<file path="src/pwm_integral_voltage_regulator_top_defines.svh">
// ----------------------------------------------------------------------------
// pwm_integral_voltage_regulator_top_defines
// Assertion macros used by the regulator top level.
// ----------------------------------------------------------------------------
`ifndef PWM_INTEGRAL_VOLTAGE_REGULATOR_TOP_DEFINES_SVH
`define PWM_INTEGRAL_VOLTAGE_REGULATOR_TOP_DEFINES_SVH

// same-cycle implication, checked out of reset
`define PIVR_ASSERT_SAME(label, ante, cons, msg) \
  label: assert property (@(posedge clk) disable iff (rst) (ante) |-> (cons)) \
    else $error(msg);

// next-cycle implication, checked out of reset
`define PIVR_ASSERT_NEXT(label, ante, cons, msg) \
  label: assert property (@(posedge clk) disable iff (rst) (ante) |=> (cons)) \
    else $error(msg);

`endif

</file>
<file path="src/pivr_pkg.sv">
// ----------------------------------------------------------------------------
// pivr_pkg
// Constants, register codes and controller/datapath interface types.
// ----------------------------------------------------------------------------
`default_nettype none

package pivr_pkg;

  // fixed design constants
  localparam int PWM_PERIOD         = 512;
  localparam int SAMPLE_BITS        = 12;
  localparam int INTEGRATOR_DIVISOR = 8;
  localparam int TRIGGER_SHARE      = 4;

  localparam int SAMPLE_W = SAMPLE_BITS;
  localparam int GAIN_W   = 12;
  localparam int DUTY_W   = 9;
  localparam int INTEG_W  = 32;
  localparam int PROD_W   = SAMPLE_W + GAIN_W;
  localparam int CNT_W    = $clog2(PROD_W);
  localparam int IDX_W    = 2;
  localparam int DATA_W   = 12;

  localparam int DIV_SHIFT  = $clog2(INTEGRATOR_DIVISOR);
  localparam int TRIG_SHIFT = $clog2(TRIGGER_SHARE);

  localparam logic [GAIN_W-1:0] GAIN_RESET = GAIN_W'(130);
  localparam logic [DUTY_W-1:0] LOW_RESET  = DUTY_W'(10);
  localparam logic [DUTY_W-1:0] HIGH_RESET = DUTY_W'(500);

  // register indexes
  localparam logic [IDX_W-1:0] REG_LOOP_GAIN  = IDX_W'(0);
  localparam logic [IDX_W-1:0] REG_DUTY_LOW   = IDX_W'(1);
  localparam logic [IDX_W-1:0] REG_DUTY_HIGH  = IDX_W'(2);

  // controller -> datapath commands
  typedef struct packed {
    logic load;      // capture input beat
    logic mult;      // form |error| * gain
    logic div_step;  // one restoring divide step
    logic accum;     // update integrator
    logic scale;     // form clamped compare value
    logic emit;      // load output register
  } pivr_cmd_t;

  // datapath -> controller status
  typedef struct packed {
    logic sup_zero;  // captured supply sample was zero
    logic out_free;  // output register can take a new beat
  } pivr_sts_t;

endpackage

`default_nettype wire

</file>
<file path="src/pivr_cfg.sv">
// ----------------------------------------------------------------------------
// pivr_cfg
// Configuration registers: loop gain and duty limits.
// ----------------------------------------------------------------------------
`default_nettype none

module pivr_cfg (
  input  wire logic                       clk,
  input  wire logic                       rst,
  input  wire logic                       cfg_valid,
  input  wire logic [pivr_pkg::IDX_W-1:0] cfg_index,
  input  wire logic [pivr_pkg::DATA_W-1:0] cfg_data,
  output logic [pivr_pkg::GAIN_W-1:0]     loop_gain,
  output logic [pivr_pkg::DUTY_W-1:0]     duty_low_limit,
  output logic [pivr_pkg::DUTY_W-1:0]     duty_high_limit
);
  import pivr_pkg::*;

  // register writes; unknown indexes are dropped
  always_ff @(posedge clk) begin
    if (rst) begin
      loop_gain       <= GAIN_RESET;
      duty_low_limit  <= LOW_RESET;
      duty_high_limit <= HIGH_RESET;
    end else if (cfg_valid) begin
      case (cfg_index)
        REG_LOOP_GAIN: loop_gain       <= cfg_data[GAIN_W-1:0];
        REG_DUTY_LOW:  duty_low_limit  <= cfg_data[DUTY_W-1:0];
        REG_DUTY_HIGH: duty_high_limit <= cfg_data[DUTY_W-1:0];
        default: ;
      endcase
    end
  end

endmodule

`default_nettype wire

</file>
<file path="src/pivr_ctrl.sv">
// ----------------------------------------------------------------------------
// pivr_ctrl
// Sequencer: multiply, iterative divide, integrate, scale, emit.
// ----------------------------------------------------------------------------
`default_nettype none

module pivr_ctrl (
  input  wire logic                clk,
  input  wire logic                rst,
  input  wire logic                in_valid,
  output logic                     in_stall,
  input  wire pivr_pkg::pivr_sts_t sts,
  output pivr_pkg::pivr_cmd_t      cmd
);
  import pivr_pkg::*;

  typedef enum logic [2:0] {
    ST_IDLE,
    ST_MULT,
    ST_DIV,
    ST_ACCUM,
    ST_SCALE,
    ST_EMIT
  } state_t;

  localparam logic [CNT_W-1:0] LAST_STEP = CNT_W'(PROD_W - 1);

  state_t           state;
  logic [CNT_W-1:0] step_cnt;

  assign in_stall = (state != ST_IDLE);

  // command decode
  always_comb begin
    cmd          = '0;
    cmd.load     = (state == ST_IDLE) && in_valid;
    cmd.mult     = (state == ST_MULT);
    cmd.div_step = (state == ST_DIV);
    cmd.accum    = (state == ST_ACCUM);
    cmd.scale    = (state == ST_SCALE);
    cmd.emit     = (state == ST_EMIT) && sts.out_free;
  end

  // state and divide step count
  always_ff @(posedge clk) begin
    if (rst) begin
      state    <= ST_IDLE;
      step_cnt <= '0;
    end else begin
      case (state)
        ST_IDLE: begin
          if (in_valid) state <= ST_MULT;
        end
        ST_MULT: begin
          step_cnt <= '0;
          state    <= sts.sup_zero ? ST_ACCUM : ST_DIV;
        end
        ST_DIV: begin
          step_cnt <= step_cnt + 1'b1;
          if (step_cnt == LAST_STEP) state <= ST_ACCUM;
        end
        ST_ACCUM: state <= ST_SCALE;
        ST_SCALE: state <= ST_EMIT;
        ST_EMIT: begin
          if (sts.out_free) state <= ST_IDLE;
        end
        default: state <= ST_IDLE;
      endcase
    end
  end

endmodule

`default_nettype wire

</file>
<file path="src/pivr_dp.sv">
// ----------------------------------------------------------------------------
// pivr_dp
// Datapath: error magnitude, gain product, restoring divider, saturating
// integrator, compare scaling/clamp, trigger point and output register.
// ----------------------------------------------------------------------------
`default_nettype none

module pivr_dp (
  input  wire logic                         clk,
  input  wire logic                         rst,
  input  wire pivr_pkg::pivr_cmd_t          cmd,
  output pivr_pkg::pivr_sts_t               sts,
  input  wire logic [pivr_pkg::SAMPLE_W-1:0] command_sample,
  input  wire logic [pivr_pkg::SAMPLE_W-1:0] output_sample,
  input  wire logic [pivr_pkg::SAMPLE_W-1:0] supply_sample,
  input  wire logic [pivr_pkg::GAIN_W-1:0]   loop_gain,
  input  wire logic [pivr_pkg::DUTY_W-1:0]   duty_low_limit,
  input  wire logic [pivr_pkg::DUTY_W-1:0]   duty_high_limit,
  input  wire logic                         out_stall,
  output logic                              out_valid,
  output logic [pivr_pkg::DUTY_W-1:0]        pwm_compare,
  output logic [pivr_pkg::DUTY_W-1:0]        sample_trigger,
  output logic                              supply_zero
);
  import pivr_pkg::*;

  localparam int SUM_W  = INTEG_W + 1;
  localparam int TRIG_W = $clog2(PWM_PERIOD) + 2;
  localparam logic signed [INTEG_W-1:0] INTEG_MAX = {1'b0, {(INTEG_W-1){1'b1}}};
  localparam logic signed [INTEG_W-1:0] INTEG_MIN = {1'b1, {(INTEG_W-1){1'b0}}};
  localparam logic signed [INTEG_W-1:0] ROUND_BIAS = INTEG_W'(INTEGRATOR_DIVISOR - 1);

  // captured item
  logic [SAMPLE_W-1:0] err_mag;
  logic                err_neg;
  logic [SAMPLE_W-1:0] sup;
  logic                sup_zero;

  // divider
  logic [PROD_W-1:0]   quo;
  logic [SAMPLE_W-1:0] rem;

  logic signed [INTEG_W-1:0] integrator;
  logic [DUTY_W-1:0]         cmp_r;

  // error = command - output
  logic [SAMPLE_W:0] err;
  assign err = {1'b0, command_sample} - {1'b0, output_sample};

  always_ff @(posedge clk) begin
    if (cmd.load) begin
      err_neg  <= err[SAMPLE_W];
      err_mag  <= err[SAMPLE_W] ? SAMPLE_W'(-err) : err[SAMPLE_W-1:0];
      sup      <= supply_sample;
      sup_zero <= (supply_sample == '0);
    end
  end

  // restoring divide step
  logic [SAMPLE_W:0] rem_sh;
  logic [SAMPLE_W:0] rem_sub;
  assign rem_sh  = {rem, quo[PROD_W-1]};
  assign rem_sub = rem_sh - {1'b0, sup};

  always_ff @(posedge clk) begin
    if (cmd.mult) begin
      quo <= PROD_W'({{(PROD_W-SAMPLE_W){1'b0}}, err_mag} *
                     {{(PROD_W-GAIN_W){1'b0}}, loop_gain});
      rem <= '0;
    end else if (cmd.div_step) begin
      if (!rem_sub[SAMPLE_W]) begin
        rem <= rem_sub[SAMPLE_W-1:0];
        quo <= {quo[PROD_W-2:0], 1'b1};
      end else begin
        rem <= rem_sh[SAMPLE_W-1:0];
        quo <= {quo[PROD_W-2:0], 1'b0};
      end
    end
  end

  // saturating integrator
  logic signed [SUM_W-1:0] step_s;
  logic signed [SUM_W-1:0] sum;
  assign step_s = err_neg ? -$signed(SUM_W'(quo)) : $signed(SUM_W'(quo));
  assign sum    = $signed({integrator[INTEG_W-1], integrator}) + step_s;

  always_ff @(posedge clk) begin
    if (rst) begin
      integrator <= '0;
    end else if (cmd.accum && !sup_zero) begin
      if (sum[SUM_W-1] != sum[SUM_W-2]) begin
        integrator <= sum[SUM_W-1] ? INTEG_MIN : INTEG_MAX;
      end else begin
        integrator <= sum[INTEG_W-1:0];
      end
    end
  end

  // integrator / divisor toward zero, then clamp (low limit first)
  logic signed [INTEG_W-1:0] integ_adj;
  logic signed [INTEG_W-1:0] scaled;
  logic signed [INTEG_W-1:0] low_s;
  logic signed [INTEG_W-1:0] high_s;
  assign integ_adj = integrator[INTEG_W-1] ? integrator + ROUND_BIAS : integrator;
  assign scaled    = integ_adj >>> DIV_SHIFT;
  assign low_s     = $signed(INTEG_W'(duty_low_limit));
  assign high_s    = $signed(INTEG_W'(duty_high_limit));

  always_ff @(posedge clk) begin
    if (cmd.scale) begin
      if (scaled < low_s) begin
        cmp_r <= duty_low_limit;
      end else if (scaled > high_s) begin
        cmp_r <= duty_high_limit;
      end else begin
        cmp_r <= scaled[DUTY_W-1:0];
      end
    end
  end

  // trigger = compare + (period - compare) / share
  logic signed [TRIG_W-1:0] trig_diff;
  logic signed [TRIG_W-1:0] trig_q;
  logic signed [TRIG_W-1:0] trig_sum;
  assign trig_diff = $signed(TRIG_W'(PWM_PERIOD)) - $signed(TRIG_W'(cmp_r));
  assign trig_q    = (trig_diff[TRIG_W-1] ?
                      trig_diff + $signed(TRIG_W'(TRIGGER_SHARE - 1)) : trig_diff)
                     >>> TRIG_SHIFT;
  assign trig_sum  = $signed(TRIG_W'(cmp_r)) + trig_q;

  // output register
  always_ff @(posedge clk) begin
    if (rst) begin
      out_valid <= 1'b0;
    end else if (cmd.emit) begin
      out_valid <= 1'b1;
    end else if (!out_stall) begin
      out_valid <= 1'b0;
    end
  end

  always_ff @(posedge clk) begin
    if (cmd.emit) begin
      pwm_compare    <= cmp_r;
      sample_trigger <= trig_sum[DUTY_W-1:0];
      supply_zero    <= sup_zero;
    end
  end

  assign sts.sup_zero = sup_zero;
  assign sts.out_free = !out_valid || !out_stall;

endmodule

`default_nettype wire

</file>
<file path="src/pwm_integral_voltage_regulator_top.sv">
// Sequence per input beat: multiply, 24 restoring divide steps, integrate,
//   scale, emit; the divide steps are skipped when the supply sample is zero.
// Inputs: a new item is taken only after the last one has been emitted, so
//   the 24-step restoring divider in the datapath limits the input rate.
// Reset: synchronous; integrator to zero, registers to gain 130, limits 10/500.
// ----------------------------------------------------------------------------
// pwm_integral_voltage_regulator_top
// Integral voltage regulator with supply feedforward, giving PWM compare and
// converter trigger values.
// ----------------------------------------------------------------------------
`default_nettype none

`include "pwm_integral_voltage_regulator_top_defines.svh"

module pwm_integral_voltage_regulator_top (
  input  wire logic                          clk,
  input  wire logic                          rst,
  // input channel
  input  wire logic                          in_valid,
  output logic                               in_stall,
  input  wire logic [pivr_pkg::SAMPLE_W-1:0] command_sample,
  input  wire logic [pivr_pkg::SAMPLE_W-1:0] output_sample,
  input  wire logic [pivr_pkg::SAMPLE_W-1:0] supply_sample,
  // output channel
  output logic                               out_valid,
  input  wire logic                          out_stall,
  output logic [pivr_pkg::DUTY_W-1:0]        pwm_compare,
  output logic [pivr_pkg::DUTY_W-1:0]        sample_trigger,
  output logic                               supply_zero,
  // configuration channel
  input  wire logic                          cfg_valid,
  output logic                               cfg_ready,
  input  wire logic [pivr_pkg::IDX_W-1:0]    cfg_index,
  input  wire logic [pivr_pkg::DATA_W-1:0]   cfg_data
);
  import pivr_pkg::*;

  pivr_cmd_t cmd;
  pivr_sts_t sts;

  logic [GAIN_W-1:0] loop_gain;
  logic [DUTY_W-1:0] duty_low_limit;
  logic [DUTY_W-1:0] duty_high_limit;

  assign cfg_ready = 1'b1;

  pivr_cfg u_cfg (
    .clk             (clk),
    .rst             (rst),
    .cfg_valid       (cfg_valid),
    .cfg_index       (cfg_index),
    .cfg_data        (cfg_data),
    .loop_gain       (loop_gain),
    .duty_low_limit  (duty_low_limit),
    .duty_high_limit (duty_high_limit)
  );

  pivr_ctrl u_ctrl (
    .clk      (clk),
    .rst      (rst),
    .in_valid (in_valid),
    .in_stall (in_stall),
    .sts      (sts),
    .cmd      (cmd)
  );

  pivr_dp u_dp (
    .clk             (clk),
    .rst             (rst),
    .cmd             (cmd),
    .sts             (sts),
    .command_sample  (command_sample),
    .output_sample   (output_sample),
    .supply_sample   (supply_sample),
    .loop_gain       (loop_gain),
    .duty_low_limit  (duty_low_limit),
    .duty_high_limit (duty_high_limit),
    .out_stall       (out_stall),
    .out_valid       (out_valid),
    .pwm_compare     (pwm_compare),
    .sample_trigger  (sample_trigger),
    .supply_zero     (supply_zero)
  );

  // checks
  `PIVR_ASSERT_NEXT(a_busy_after_accept, in_valid && !in_stall, in_stall, "accepted while busy")
  `PIVR_ASSERT_SAME(a_trig_past_cmp, out_valid, sample_trigger >= pwm_compare, "trigger before compare")
  `PIVR_ASSERT_NEXT(a_no_emit_idle, !in_stall && !out_valid, !out_valid, "result with no item")

endmodule

`default_nettype wire
</file>
<file path="config.mk">
export PLATFORM = sky130hd
export DESIGN_NAME = pwm_integral_voltage_regulator_top
export DESIGN_NICKNAME = d
export VERILOG_FILES = /design/src/pivr_pkg.sv /design/src/pivr_cfg.sv /design/src/pivr_ctrl.sv /design/src/pivr_dp.sv /design/src/pwm_integral_voltage_regulator_top.sv
export VERILOG_INCLUDE_DIRS = /design/src /design/src/src
export SDC_FILE = /design/constraint.sdc
export NUM_CORES = 1
export LEC_CHECK = 0
export BUFFER_PORTS_ARGS = -buffer_cell sky130_fd_sc_hd__buf_2
export CAP_MARGIN = 20
export CELL_PAD_IN_SITES_DETAIL_PLACEMENT = 0
export CELL_PAD_IN_SITES_GLOBAL_PLACEMENT = 1
export CORE_MARGIN = 5
export CORE_UTILIZATION = 49
export CTS_CLUSTER_DIAMETER = 30
export DETAILED_ROUTE_END_ITERATION = 8
export GPL_ROUTABILITY_DRIVEN = 0
export MAX_ROUTING_LAYER = met4
export PLACE_DENSITY_LB_ADDON = 0.1
export SYNTH_ARGS = -nofsm -noshare
export SYNTH_HDL_FRONTEND = slang
export SYNTH_SLANG_ARGS = --single-unit
</file>
<file path="constraint.sdc">
create_clock -name clk -period 6.6 [get_ports clk]
set_clock_uncertainty 0.15 [all_clocks]
set_input_delay 0.33 -clock clk [delete_from_list [all_inputs] [get_ports clk]]
set_output_delay 0.33 -clock clk [all_outputs]
set_load 0.02 [all_outputs]
</file>
==> impl_metrics.json, run 1 <==
{
  "cp_data_arrival_time_ns": 6.24,
  "dr.pass1.iters": 5,
  "synth_xor_area_frac": 0.0647,
  "endpoint_kind": "register",
  "period_share": 0.941,
  "clkSinkCount": 161,
  "grt_overflow_total": 0,
  "yosys_warnings": 0,
  "initial_utilization": 0.493,
  "synth.avg_cell_area_um2": 8.73,
  "power_frac_seq": 0.331,
  "clk_transition_reported_paths_ns": 0.07,
  "first_pass_grt_wire_length_um": 61200,
  "areaGrowthSynthToFinish_pct": 10.1,
  "timing_hold_violations_final": 0,
  "stdcell_count": 2241,
  "p_leak_nw": 7.68,
  "synth.cell_area_um2": 15400,
  "drive_gt1_frac": 0.0788,
  "post_synth_num_cell_types": 74,
  "post_synth_fa_ha_maj_area_fraction": 0.273,
  "core-area_um2": 31300,
  "synth_cells": 1767,
  "cp_data_required_time_ns": 6.63,
  "grt_setup_unrepaired": "false",
  "yosysTopAreaCellShare": 0.152,
  "synth.mux.area_fraction": 0.0177,
  "synth_top_family_by_area": "adder cells",
  "fin_total_pwr_mw": 3.74,
  "cts_root_buffer": "sky130_fd_sc_hd__clkbuf_16",
  "switching_power_mw": 1.42,
  "postLayoutSetupSlackWorst_ns": 0.392,
  "asyncSetResetFlopFracSynth": 0,
  "cts_resized": 0,
  "synth.area.top_cells": "sky130_fd_sc_hd__edfxtp_1, sky130_fd_sc_hd__fa_1, sky130_fd_sc_hd__ha_1",
  "cts_buffers": 17,
  "timing.final.setup_violations": 0,
  "postRouteAntennaNets": 0,
  "power.clock.fraction": 0.269,
  "drt-initial-drc-count": 726,
  "tightestPinTransition_ns": 1.05,
  "worst_ir_drop_vdd_mv": 0.202,
  "grt_start_max_net_pins": 72,
  "synth-seq-area-share": 0.260,
  "rows": 65,
  "cts_tree": "built",
  "min-delay-path-class": "in -> reg",
  "final-max-slew-violation-count": 0,
  "internal_power_mw": 2.32,
  "postSynthRegisterBits": 161,
  "dp_worst_setup_slack_ns": 0.376,
  "synth_top_area_cell": "sky130_fd_sc_hd__edfxtp_1",
  "fill_cells": 2939,
  "placement.io_buffers": 75,
  "first_global_vias": 12100,
  "power.combinational.fraction": 0.399,
  "power.density_cell_area_nw_per_um2": 221,
  "max-clock-path-buffers": 2,
  "maxCapViolations": 0,
  "critPathSlowestCell": "sky130_fd_sc_hd__dfxtp_1",
  "viasPerCell": 5.39,
  "final_net_count": 2130,
  "totalNegativeSetupSlack_ns": 0,
  "path_common_cell": "sky130_fd_sc_hd__fa_1",
  "antenna_violations_before_repair": 0,
  "die_width_um": 187,
  "worst_path_max_stage_delay_ns": 0.60,
  "power.share.switching": 0.380,
  "ioPinCount": 77,
  "final_period_minus_worst_setup_slack_ns": 6.21,
  "drt-wirelength-per-cell_um": 16.3,
  "post-place-cells": 2186,
  "synth-edff-count": 78,
  "drt-total-wl_um": 36500,
  "cts-htree-levels": 4,
  "headroom_to_the_max_slew_limit": 0.297,
  "dpl.hpwl_um": 28700,
  "outcome": "complete, no violations",
  "critical_path.cell_chain": "nand2_1 -> fa_1 -> fa_1 -> fa_1 -> inv_1 -> fa_1 -> inv_1 -> fa_1 -> inv_1 -> ha_1 -> a2111oi_0 -> o21ai_0 -> a221oi_1 -> o211ai_1 -> a21oi_1 -> o31ai_1 -> a21oi_1 -> xnor2_1 -> o21ai_0",
  "maximum_operating_frequency_mhz": 161,
  "timing.critical_path.from_type": "register",
  "area_fraction_in_compound_gates_after_synthesis": 0.142,
  "drcViolationCount": 0,
  "number_of_vias_in_the_routed_layout": 12100,
  "clock_latency_at_the_later_pin_of_the_worst_skew_pair_ns": 0.45,
  "floorplan.die_area_um2": 35100,
  "syn_nets": 2071,
  "dieHeight_um": 187,
  "ys.flop_type": "sky130_fd_sc_hd__dfxtp_1",
  "final_core_util": 0.542,
  "synthSimpleGateAreaFrac": 0.171,
  "number_of_diodes": 0,
  "worst-path-max-fanout": 13,
  "setup.worst_path.class": "reg -> reg",
  "total_grt_usage": 0.217
}
power groups by stage:
| stage | sequential (mW) | clock, mW | combinational (mW) |
|---|---|---|---|
| 2_1_floorplan | 1.21 | 0 | 1.19 |
| 3_3_place_gp | 1.26 | 0 | 1.47 |
| 3_5_place_dp | 1.26 | 0 | 1.48 |
| 4_1_cts | 1.24 | 1.04 | 1.51 |
| 5_1_grt | 1.25 | 1.08 | 1.72 |
| 6_report | 1.24 | 1.01 | 1.50 |
state kept, by name (all words and copies together), names as in the netlist:
name	count
u_ctrl.state	3
u_ctrl.step_cnt	5
u_dp.out_valid	1
u_dp.pwm_compare	9
u_dp.sample_trigger	9
u_dp.cmp_r	9
u_cfg.duty_high_limit	9
u_dp.supply_zero	1
u_dp.err_neg	1
u_cfg.loop_gain	12
u_dp.integrator	32
u_dp.sup	12
u_dp.quo	24
u_dp.sup_zero	1
u_cfg.duty_low_limit	9
u_dp.rem	12
u_dp.err_mag	12
cell families after synthesis:
| group | after synthesis |
|---|---|
| AOI/OAI and AO/OA | 341 |
| xor gates and xnor gates | 111 |
| adders and majority gates | 280 |
| buffers and inverters | 287 |
| DFF | 161 |
| muxes | 27 |
| other | 1 |
| and+or+nand+nor | 559 |
placed cells by master, fill, tap and decap left out, types with 36 or more instances in the layout:
| cell type | count |
|---|---|
| sky130_fd_sc_hd__a211oi_1 | 36 |
| sky130_fd_sc_hd__a21oi_1 | 87 |
| sky130_fd_sc_hd__and2_1 | 59 |
| sky130_fd_sc_hd__buf_2 | 75 |
| sky130_fd_sc_hd__dfxtp_1 | 83 |
| sky130_fd_sc_hd__edfxtp_1 | 78 |
| sky130_fd_sc_hd__fa_1 | 104 |
| sky130_fd_sc_hd__ha_1 | 145 |
| sky130_fd_sc_hd__inv_1 | 209 |
| sky130_fd_sc_hd__nand2_1 | 244 |
| sky130_fd_sc_hd__nor2_1 | 96 |
| sky130_fd_sc_hd__o21ai_0 | 76 |
| sky130_fd_sc_hd__xnor2_1 | 68 |
| sky130_fd_sc_hd__xor2_1 | 40 |
per-stage QoR:
stage / instance area, um^2 / hold slack (ns)
2_1_floorplan: 15400 / 0.279
3_3_place_gp: 16200 / 0.329
3_5_place_dp: 16200 / 0.340
4_1_cts: 16900 / 0.0211
5_1_grt: 17000 / 0.0231
6_report: 17000 / 0.0323
metal layers:
layer | track usage | vias to the layer above | wire length, um
li1 | - | 6129 | -
met1 | 0.285 | 5702 | 17200
met2 | 0.356 | 199 | 17300
met3 | 0.0325 | 38 | 1160
met4 | 0.0551 | 0 | 743
met5 | - | - | 0
what timing repair did:
| action | CTS | global route |
|---|---|---|
| buffers inserted | 0 | 0 |
| endpoints found under the hold margin | 22 | 0 |
| hold buffers | 20 | 0 |
final timing paths:
path | startpoint | endpoint | slack [ns] | cells after the start
worst min-delay path | cfg_data[8] | u_cfg.duty_high_limit[8] | 0.03 | 2
worst max-delay path | u_cfg.loop_gain[4] | u_dp.quo[23] | 0.39 | 19
worst max register to register | u_cfg.loop_gain[4] | u_dp.quo[23] | 0.39 | 19
worst min register to register | u_dp.rem[11] | u_dp.rem[11] | 0.34 | 2
cell type report:
type / instances / area [um^2] / share of cell area
clock buffer: 18 / 439 / 0.0259
clock inverter: 14 / 151 / 0.00892
inverter: 209 / 785 / 0.0462
multi-input combinational: 1319 / 10300 / 0.609
sequential: 161 / 4000 / 0.236
tap: 402 / 503 / 0.0296
timing repair buffer: 118 / 756 / 0.0445
cell usage after synthesis, types with 4 or more instances:
master / n
sky130_fd_sc_hd__o21bai_1: 10
sky130_fd_sc_hd__xor2_1: 41
sky130_fd_sc_hd__a31oi_1: 10
sky130_fd_sc_hd__fa_1: 104
sky130_fd_sc_hd__ha_1: 145
sky130_fd_sc_hd__clkbuf_1: 69
sky130_fd_sc_hd__o21ai_1: 5
sky130_fd_sc_hd__and3_1: 8
sky130_fd_sc_hd__o211ai_1: 12
sky130_fd_sc_hd__o41ai_1: 4
sky130_fd_sc_hd__nand3_1: 23
sky130_fd_sc_hd__a21o_1: 31
sky130_fd_sc_hd__buf_2: 5
sky130_fd_sc_hd__a211oi_1: 36
sky130_fd_sc_hd__xnor2_1: 68
sky130_fd_sc_hd__or4_1: 6
sky130_fd_sc_hd__o311ai_1: 4
sky130_fd_sc_hd__nand2_1: 244
sky130_fd_sc_hd__a211o_1: 6
sky130_fd_sc_hd__maj3_1: 31
sky130_fd_sc_hd__nor3b_1: 6
sky130_fd_sc_hd__o31ai_1: 12
sky130_fd_sc_hd__and2_1: 59
sky130_fd_sc_hd__nand4_1: 22
sky130_fd_sc_hd__dfxtp_1: 83
sky130_fd_sc_hd__a21oi_1: 88
sky130_fd_sc_hd__nor2_1: 97
sky130_fd_sc_hd__nor2b_1: 17
sky130_fd_sc_hd__or3_1: 15
sky130_fd_sc_hd__and4_1: 4
sky130_fd_sc_hd__nor3_1: 23
sky130_fd_sc_hd__inv_1: 209
sky130_fd_sc_hd__a21boi_0: 6
sky130_fd_sc_hd__nand2b_1: 11
sky130_fd_sc_hd__nor4_1: 8
sky130_fd_sc_hd__o21ai_0: 76
sky130_fd_sc_hd__edfxtp_1: 78
sky130_fd_sc_hd__nand3b_1: 7
sky130_fd_sc_hd__o21a_1: 15
sky130_fd_sc_hd__mux2i_1: 25
critical path, delay by kind of cell, from the launching register on:
family | cells | cell delay [ns]
adders and majority gates | 6 | 2.88
xor gates and xnor gates | 1 | 0.13
DFF | 1 | 0.60
and+or+nand+nor | 1 | 0.14
AOI/OAI and AO/OA | 8 | 1.90
buffers and inverters | 3 | 0.15
(Power assumes the default switching activity.)
==> run 2, diff against run 1 <==
Settings changed: CTS_CLUSTER_DIAMETER 30 to not set, REMOVE_ABC_BUFFERS set to 1.
Clock period 6.6 ns to 5.99 ns, I/O delays scaled along.
==> run 2 against run 1 <==
Against the previous run: utilization rose by 1.2 points; flip-flop and latch count did not move; worst hold slack worse by 0.0097 ns; register-to-register slack worse by 0.15 ns; global-route usage rose by 0.43 points; first-iteration DRC count is 14% lower; non-clock buffer count up 36; total power rose by 14%; maximum frequency rose by 8.0%.
==> impl_metrics.json, run 2 (synthesized netlist as in run 1, its figures left out) <==
{
  "setup.worst_path.class": "reg -> reg",
  "floorplan.die_area_um2": 35100,
  "rows": 65,
  "cp_data_arrival_time_ns": 5.79,
  "final-max-slew-violation-count": 0,
  "power.share.switching": 0.393,
  "internal_power_mw": 2.60,
  "p_leak_nw": 7.87,
  "cts_tree": "built",
  "initial_utilization": 0.493,
  "totalNegativeSetupSlack_ns": 0,
  "registers_with_the_most_flip_flops": "u_dp.integrator x32, u_dp.quo x24",
  "power.combinational.fraction": 0.425,
  "critical_path.reg2reg.endpoint": "u_dp.quo[20]",
  "maximum_operating_frequency_mhz": 174,
  "areaGrowthSynthToFinish_pct": 12.4,
  "final_period_minus_worst_setup_slack_ns": 5.75,
  "grt_util_met2": 0.378,
  "dr.pass1.iters": 5,
  "period_share": 0.960,
  "grt_start_max_net_pins": 72,
  "tightestPinTransition_ns": 0.984,
  "power.clock.fraction": 0.256,
  "cts-htree-levels": 4,
  "power_frac_seq": 0.318,
  "total_grt_usage": 0.221,
  "number_of_diodes": 0,
  "maxCapViolations": 0,
  "dpl.hpwl_um": 29600,
  "timing.critical_path.from_type": "register",
  "drt-initial-drc-count": 621,
  "fraction_of_met3_tracks_used_by_global_routing": 0.0282,
  "min-delay-path-class": "in -> reg",
  "ioPinCount": 77,
  "placement.io_buffers": 75,
  "timing.hold.worst_path_depth": 3,
  "die_width_um": 187,
  "globalRoute.busiestLayer": "met2",
  "worst-path-max-fanout": 7,
  "headroom_to_the_max_slew_limit": 0.343,
  "hold_path_startpoint": "out_stall",
  "number_of_vias_in_the_routed_layout": 12300,
  "dieHeight_um": 187,
  "switching_power_mw": 1.68,
  "drive_gt1_frac": 0.107,
  "clk_transition_reported_paths_ns": 0.08,
  "cts_buffers": 17,
  "groute.layer.met1.usage": 0.282,
  "antenna_violations_before_repair": 0,
  "worst-r2r-setup-slack_ns": 0.24,
  "clock_latency_at_the_later_pin_of_the_worst_skew_pair_ns": 0.46,
  "worst_ir_drop_vdd_mv": 0.209,
  "max-clock-path-buffers": 2,
  "final_net_count": 2167,
  "core-area_um2": 31300,
  "worst_r2r_src": "u_dp.err_mag[3]",
  "drcViolationCount": 0,
  "grt_overflow_total": 0,
  "cp_data_required_time_ns": 6.03,
  "drt-total-wl_um": 37900,
  "top_register": "u_dp.integrator",
  "drt-wirelength-per-cell_um": 16.6,
  "postRouteAntennaNets": 0,
  "timing.final.setup_violations": 0,
  "most-common-layout-cells": "sky130_fd_sc_hd__nand2_1, sky130_fd_sc_hd__inv_1, sky130_fd_sc_hd__ha_1, sky130_fd_sc_hd__fa_1, sky130_fd_sc_hd__nor2_1",
  "cts_root_buffer": "sky130_fd_sc_hd__clkbuf_16",
  "largest_register_ffs": 32,
  "viasPerCell": 5.41,
  "outcome": "complete, no violations",
  "hold-worst-slack_ns": 0.0227,
  "final_core_util": 0.554,
  "timing_hold_violations_final": 0,
  "min_delay_worst_endpoint": "u_dp.out_valid",
  "first_pass_grt_wire_length_um": 61900,
  "mostFrequentLayoutCell": "sky130_fd_sc_hd__nand2_1",
  "first_global_vias": 12000,
  "clkSinkCount": 161,
  "endpoint_kind": "register",
  "power.density_cell_area_nw_per_um2": 247,
  "rr_worst_depth": 20
}
[run 2: changes by cell type in the layout (fill, tap and decap cells not counted), moves of 5 or more]
cell,before,now
sky130_fd_sc_hd__dfxtp_1,83,77
sky130_fd_sc_hd__buf_4,21,56
sky130_fd_sc_hd__dfxtp_2,0,6
sky130_fd_sc_hd__inv_6,2,7
[run 2: final cells by class]
class | count | area [um^2]
clock buffer | 17 | 425
fill | 2853 | 14000
multi-input combinational | 1320 | 10500
inverter | 209 | 785
clock inverter | 15 | 138
sequential | 161 | 4010
tap | 402 | 503
timing repair buffer | 154 | 1030
[run 2: power by group through the flow]
stage               clock network (mW)  registers [mW]  logic (mW)
floorplan                            0            1.37        1.25
global placement                     0            1.39        1.70
detailed placement                   0            1.39        1.71
CTS                               1.12            1.37        1.75
global route                      1.16            1.37        2.07
finish                            1.10            1.36        1.82
[run 2: routing by layer]
layer | wire [um] | up-vias
li1 | - | 6198
met3 | 1120 | 35
met4 | 660 | 0
met5 | 0 | -
met1 | 17300 | 5848
met2 | 18800 | 236
[run 2: metrics by stage]
stage	std cells	total power, mW	worst slack, ns	instance area, um^2
detailed placement	2207	3.11	-0.0482	16300
CTS	2263	4.24	0.0335	17100
global route	2278	4.61	-0.00651	17300
finish	2278	4.28	0.242	17300
floorplan	1689	2.62	0.258	15100
global placement	2207	3.09	0.0289	16300
[run 2: worst max-delay path: stages (launching register included)]
cell and delay [ns]:
sky130_fd_sc_hd__edfxtp_1 0.55, sky130_fd_sc_hd__and2_4 0.22, sky130_fd_sc_hd__fa_1 0.54, sky130_fd_sc_hd__inv_1 0.06, sky130_fd_sc_hd__fa_1 0.47, sky130_fd_sc_hd__inv_1 0.06
sky130_fd_sc_hd__fa_1 0.50, sky130_fd_sc_hd__fa_1 0.54, sky130_fd_sc_hd__inv_1 0.05, sky130_fd_sc_hd__fa_1 0.52, sky130_fd_sc_hd__inv_1 0.04, sky130_fd_sc_hd__ha_1 0.29
sky130_fd_sc_hd__a21o_1 0.16, sky130_fd_sc_hd__a21o_1 0.18, sky130_fd_sc_hd__a21oi_2 0.15, sky130_fd_sc_hd__o21ai_0 0.09, sky130_fd_sc_hd__a31oi_1 0.26, sky130_fd_sc_hd__o21ai_2 0.12
sky130_fd_sc_hd__a21o_1 0.20, sky130_fd_sc_hd__a211oi_2 0.23, sky130_fd_sc_hd__o21ai_0 0.11
[run 2: repair_timing]
action                     4_1_cts  5_1_grt
hold buffers                    22        0
gates resized for setup          3       26
pin swaps                        0        4
hold endpoints to repair        28        0
setup buffers                    2       12
gates cloned                     0        1
setup endpoints to repair        2       39
[run 2: worst max path at each step]
| stage | cells after the start | to | startpoint |
|---|---|---|---|
| 4_1_cts | 20 | u_dp.quo[22] | u_dp.err_mag[3] |
| 2_1_floorplan | 14 | u_dp.integrator[10] | u_dp.quo[2] |
| 3_5_place_dp | 19 | u_dp.quo[23] | u_dp.err_mag[2] |
| 6_report | 20 | u_dp.quo[20] | u_dp.err_mag[3] |
| 5_1_grt | 20 | u_dp.quo[20] | u_dp.err_mag[3] |
| 3_3_place_gp | 19 | u_dp.quo[22] | u_dp.err_mag[3] |
==> run 3, diff against run 2 <==
Settings changed: CORE_UTILIZATION 49 to 50, HOLD_SLACK_MARGIN set to 0.12, SYNTH_HIERARCHICAL set to 1.
==> run 3 against run 2 <==
Against the previous run: total power grew 30%; flip-flop and latch count is the same; design area grew 3.4%; non-clock buffer count shrank 3.
==> impl_metrics.json, run 3 <==
{
  "outcome": "complete, no violations",
  "post-synth-top-count-cell": "sky130_fd_sc_hd__inv_1",
  "synth-edff-count": 78,
  "drt-total-wl_um": 37000,
  "worst-path-max-fanout": 10,
  "total_grt_usage": 0.220,
  "initial_utilization": 0.509,
  "dieHeight_um": 190,
  "ys.flop_type": "sky130_fd_sc_hd__dfxtp_1",
  "worst_ir_drop_vdd_mv": 0.253,
  "postLayoutSetupSlackWorst_ns": 0.298,
  "power.share.switching": 0.415,
  "asyncSetResetFlopFracSynth": 0,
  "floorplan.die_area_um2": 36100,
  "dpl.hpwl_um": 28800,
  "synth-seq-area-share": 0.247,
  "cts_buffers": 17,
  "synth_cells": 1769,
  "grt_start_max_net_pins": 73,
  "final_period_minus_worst_setup_slack_ns": 5.69,
  "cts-htree-levels": 4,
  "max-clock-path-buffers": 2,
  "most-common-layout-cells": "sky130_fd_sc_hd__inv_1, sky130_fd_sc_hd__nand2_1, sky130_fd_sc_hd__ha_1, sky130_fd_sc_hd__nor2_1, sky130_fd_sc_hd__fa_1",
  "number_of_vias_in_the_routed_layout": 12400,
  "rows": 65,
  "cp_data_arrival_time_ns": 5.75,
  "antenna_violations_before_repair": 0,
  "first_pass_grt_wire_length_um": 63300,
  "power.combinational.fraction": 0.509,
  "switching_power_mw": 2.31,
  "dr.pass1.iters": 5,
  "clock_latency_at_the_later_pin_of_the_worst_skew_pair_ns": 0.45,
  "power.density_cell_area_nw_per_um2": 310,
  "synth.top_cells.by_count": "sky130_fd_sc_hd__inv_1, sky130_fd_sc_hd__nand2_1, sky130_fd_sc_hd__ha_1",
  "p_leak_nw": 7.92,
  "top_register": "u_dp/integrator",
  "yosysTopAreaCellShare": 0.145,
  "min-delay-path-class": "in -> reg",
  "synth.avg_cell_area_um2": 9.15,
  "synth_top_area_cell": "sky130_fd_sc_hd__edfxtp_1",
  "viasPerCell": 5.38,
  "grt_overflow_total": 0,
  "core-area_um2": 31800,
  "endpoint_kind": "register",
  "number_of_diodes": 0,
  "maximum_operating_frequency_mhz": 176,
  "hold-worst-slack_ns": 0.139,
  "post_synth_num_cell_types": 81,
  "drive_gt1_frac": 0.135,
  "timing.critical_path.from_type": "register",
  "dp_worst_setup_slack_ns": 0.175,
  "ioPinCount": 77,
  "placement.io_buffers": 75,
  "drcViolationCount": 0,
  "cp_data_required_time_ns": 6.05,
  "areaGrowthSynthToFinish_pct": 10.8,
  "cts_tree": "built",
  "maxCapViolations": 0,
  "postSynthRegisterBits": 161,
  "internal_power_mw": 3.25,
  "first_global_vias": 12800,
  "mostFrequentLayoutCell": "sky130_fd_sc_hd__inv_1",
  "clkSinkCount": 161,
  "timing.final.setup_violations": 0,
  "final_net_count": 2162,
  "timing_hold_violations_final": 0,
  "yosys_warnings": 6,
  "fill_cells": 2928,
  "postRouteAntennaNets": 0,
  "drt-initial-drc-count": 570,
  "period_share": 0.950,
  "power_frac_seq": 0.290,
  "registers_with_the_most_flip_flops": "u_dp/integrator x32, u_dp/quo x24",
  "synth.cell_area_um2": 16200,
  "final_core_util": 0.564,
  "headroom_to_the_max_slew_limit": 0.315,
  "power.clock.fraction": 0.201,
  "drt-wirelength-per-cell_um": 16.0,
  "final-max-slew-violation-count": 0,
  "cts_root_buffer": "sky130_fd_sc_hd__clkbuf_16",
  "synth.area.top_cells": "sky130_fd_sc_hd__edfxtp_1, sky130_fd_sc_hd__fa_1, sky130_fd_sc_hd__ha_1",
  "clk_transition_reported_paths_ns": 0.07,
  "die_width_um": 190,
  "tightestPinTransition_ns": 1.02,
  "largest_register_ffs": 32,
  "setup.worst_path.class": "reg -> reg"
}
[run 3: final cells by class]
cell class	count	area, um^2	area share
Sequential cell	161	4010	0.224
Inverter	205	769	0.0429
Clock buffer	18	429	0.0239
Tap cell	435	544	0.0304
Clock inverter	14	150	0.00837
Multi-Input combinational cell	1323	11000	0.613
Timing Repair Buffer	151	1040	0.0579
[run 3: kinds of logic (layout without fill, tap and decap cells)]
group           Yosys count  after routing  share of synthesized area
xor+xnor                121            121                     0.0664
buf+inv                 285            388                     0.0764
flops                   161            161                      0.247
compound gates          318            318                      0.139
other cells               1              1                   0.000232
mux                      74             74                     0.0469
simple gates            533            533                      0.165
fa+ha+maj               276            276                      0.259
[run 3: worst max-delay path, stage by stage, from the launching register on]
cell	delay, ns
sky130_fd_sc_hd__edfxtp_1	0.56
sky130_fd_sc_hd__nand2_1	0.14
sky130_fd_sc_hd__fa_1	0.47
sky130_fd_sc_hd__fa_1	0.47
sky130_fd_sc_hd__fa_1	0.49
sky130_fd_sc_hd__inv_1	0.05
sky130_fd_sc_hd__fa_1	0.53
sky130_fd_sc_hd__inv_1	0.05
sky130_fd_sc_hd__fa_1	0.52
sky130_fd_sc_hd__inv_1	0.04
sky130_fd_sc_hd__ha_1	0.32
sky130_fd_sc_hd__or2_2	0.29
sky130_fd_sc_hd__o31ai_1	0.09
sky130_fd_sc_hd__a211oi_1	0.13
sky130_fd_sc_hd__or3_1	0.39
sky130_fd_sc_hd__a31o_2	0.25
sky130_fd_sc_hd__a21oi_1	0.17
sky130_fd_sc_hd__xnor2_1	0.08
sky130_fd_sc_hd__mux2_2	0.26
[run 3: path summary, 6_finish.rpt]
kind / slack, ns / depth (start not counted) / to / from
setup / recovery: 0.30 / 18 / u_dp/quo[17] / u_dp/err_mag[4]
hold / removal: 0.14 / 3 / u_cfg/duty_high_limit[3] / cfg_index[0]
setup reg to reg: 0.30 / 18 / u_dp/quo[17] / u_dp/err_mag[4]
hold reg to reg: 0.33 / 2 / u_cfg/duty_low_limit[5] / u_cfg/duty_low_limit[5]
[run 3: metrics by stage]
| stage | total power [mW] | TNS, ns | std cells | instance area (um^2) |
|---|---|---|---|---|
| after detailed placement | 4.41 | 0 | 2225 | 16900 |
| after global placement | 4.36 | 0 | 2225 | 16900 |
| after floorplan | 3.73 | -3.91 | 1689 | 15700 |
| after global routing | 6.04 | -0.0106 | 2307 | 17900 |
| after CTS | 5.57 | 0 | 2291 | 17800 |
| final | 5.56 | 0 | 2307 | 17900 |
[run 3: power groups by stage]
| stage | Clock [mW] | Combinational, mW | Sequential, mW |
|---|---|---|---|
| after CTS | 1.15 | 2.80 | 1.62 |
| final | 1.12 | 2.83 | 1.61 |
| after global placement | 0 | 2.73 | 1.64 |
| after detailed placement | 0 | 2.77 | 1.64 |
| after floorplan | 0 | 2.16 | 1.57 |
| after global routing | 1.19 | 3.21 | 1.64 |
[run 3: timing repair]
action,CTS,global route
hold buffers,34,0
endpoints found under the hold margin,43,0
setup endpoints to repair,0,5
resized for setup,0,8
buffers inserted,0,15
[run 3: routing by layer]
layer	global-route usage	share of wire	wire, um	vias to the layer above
met1	0.277	0.46	17200	5973
li1	-	-	-	6214
met2	0.367	0.48	17900	177
met3	0.0352	0.033	1220	40
met4	0.0629	0.020	745	0
met5	-	0	0	-
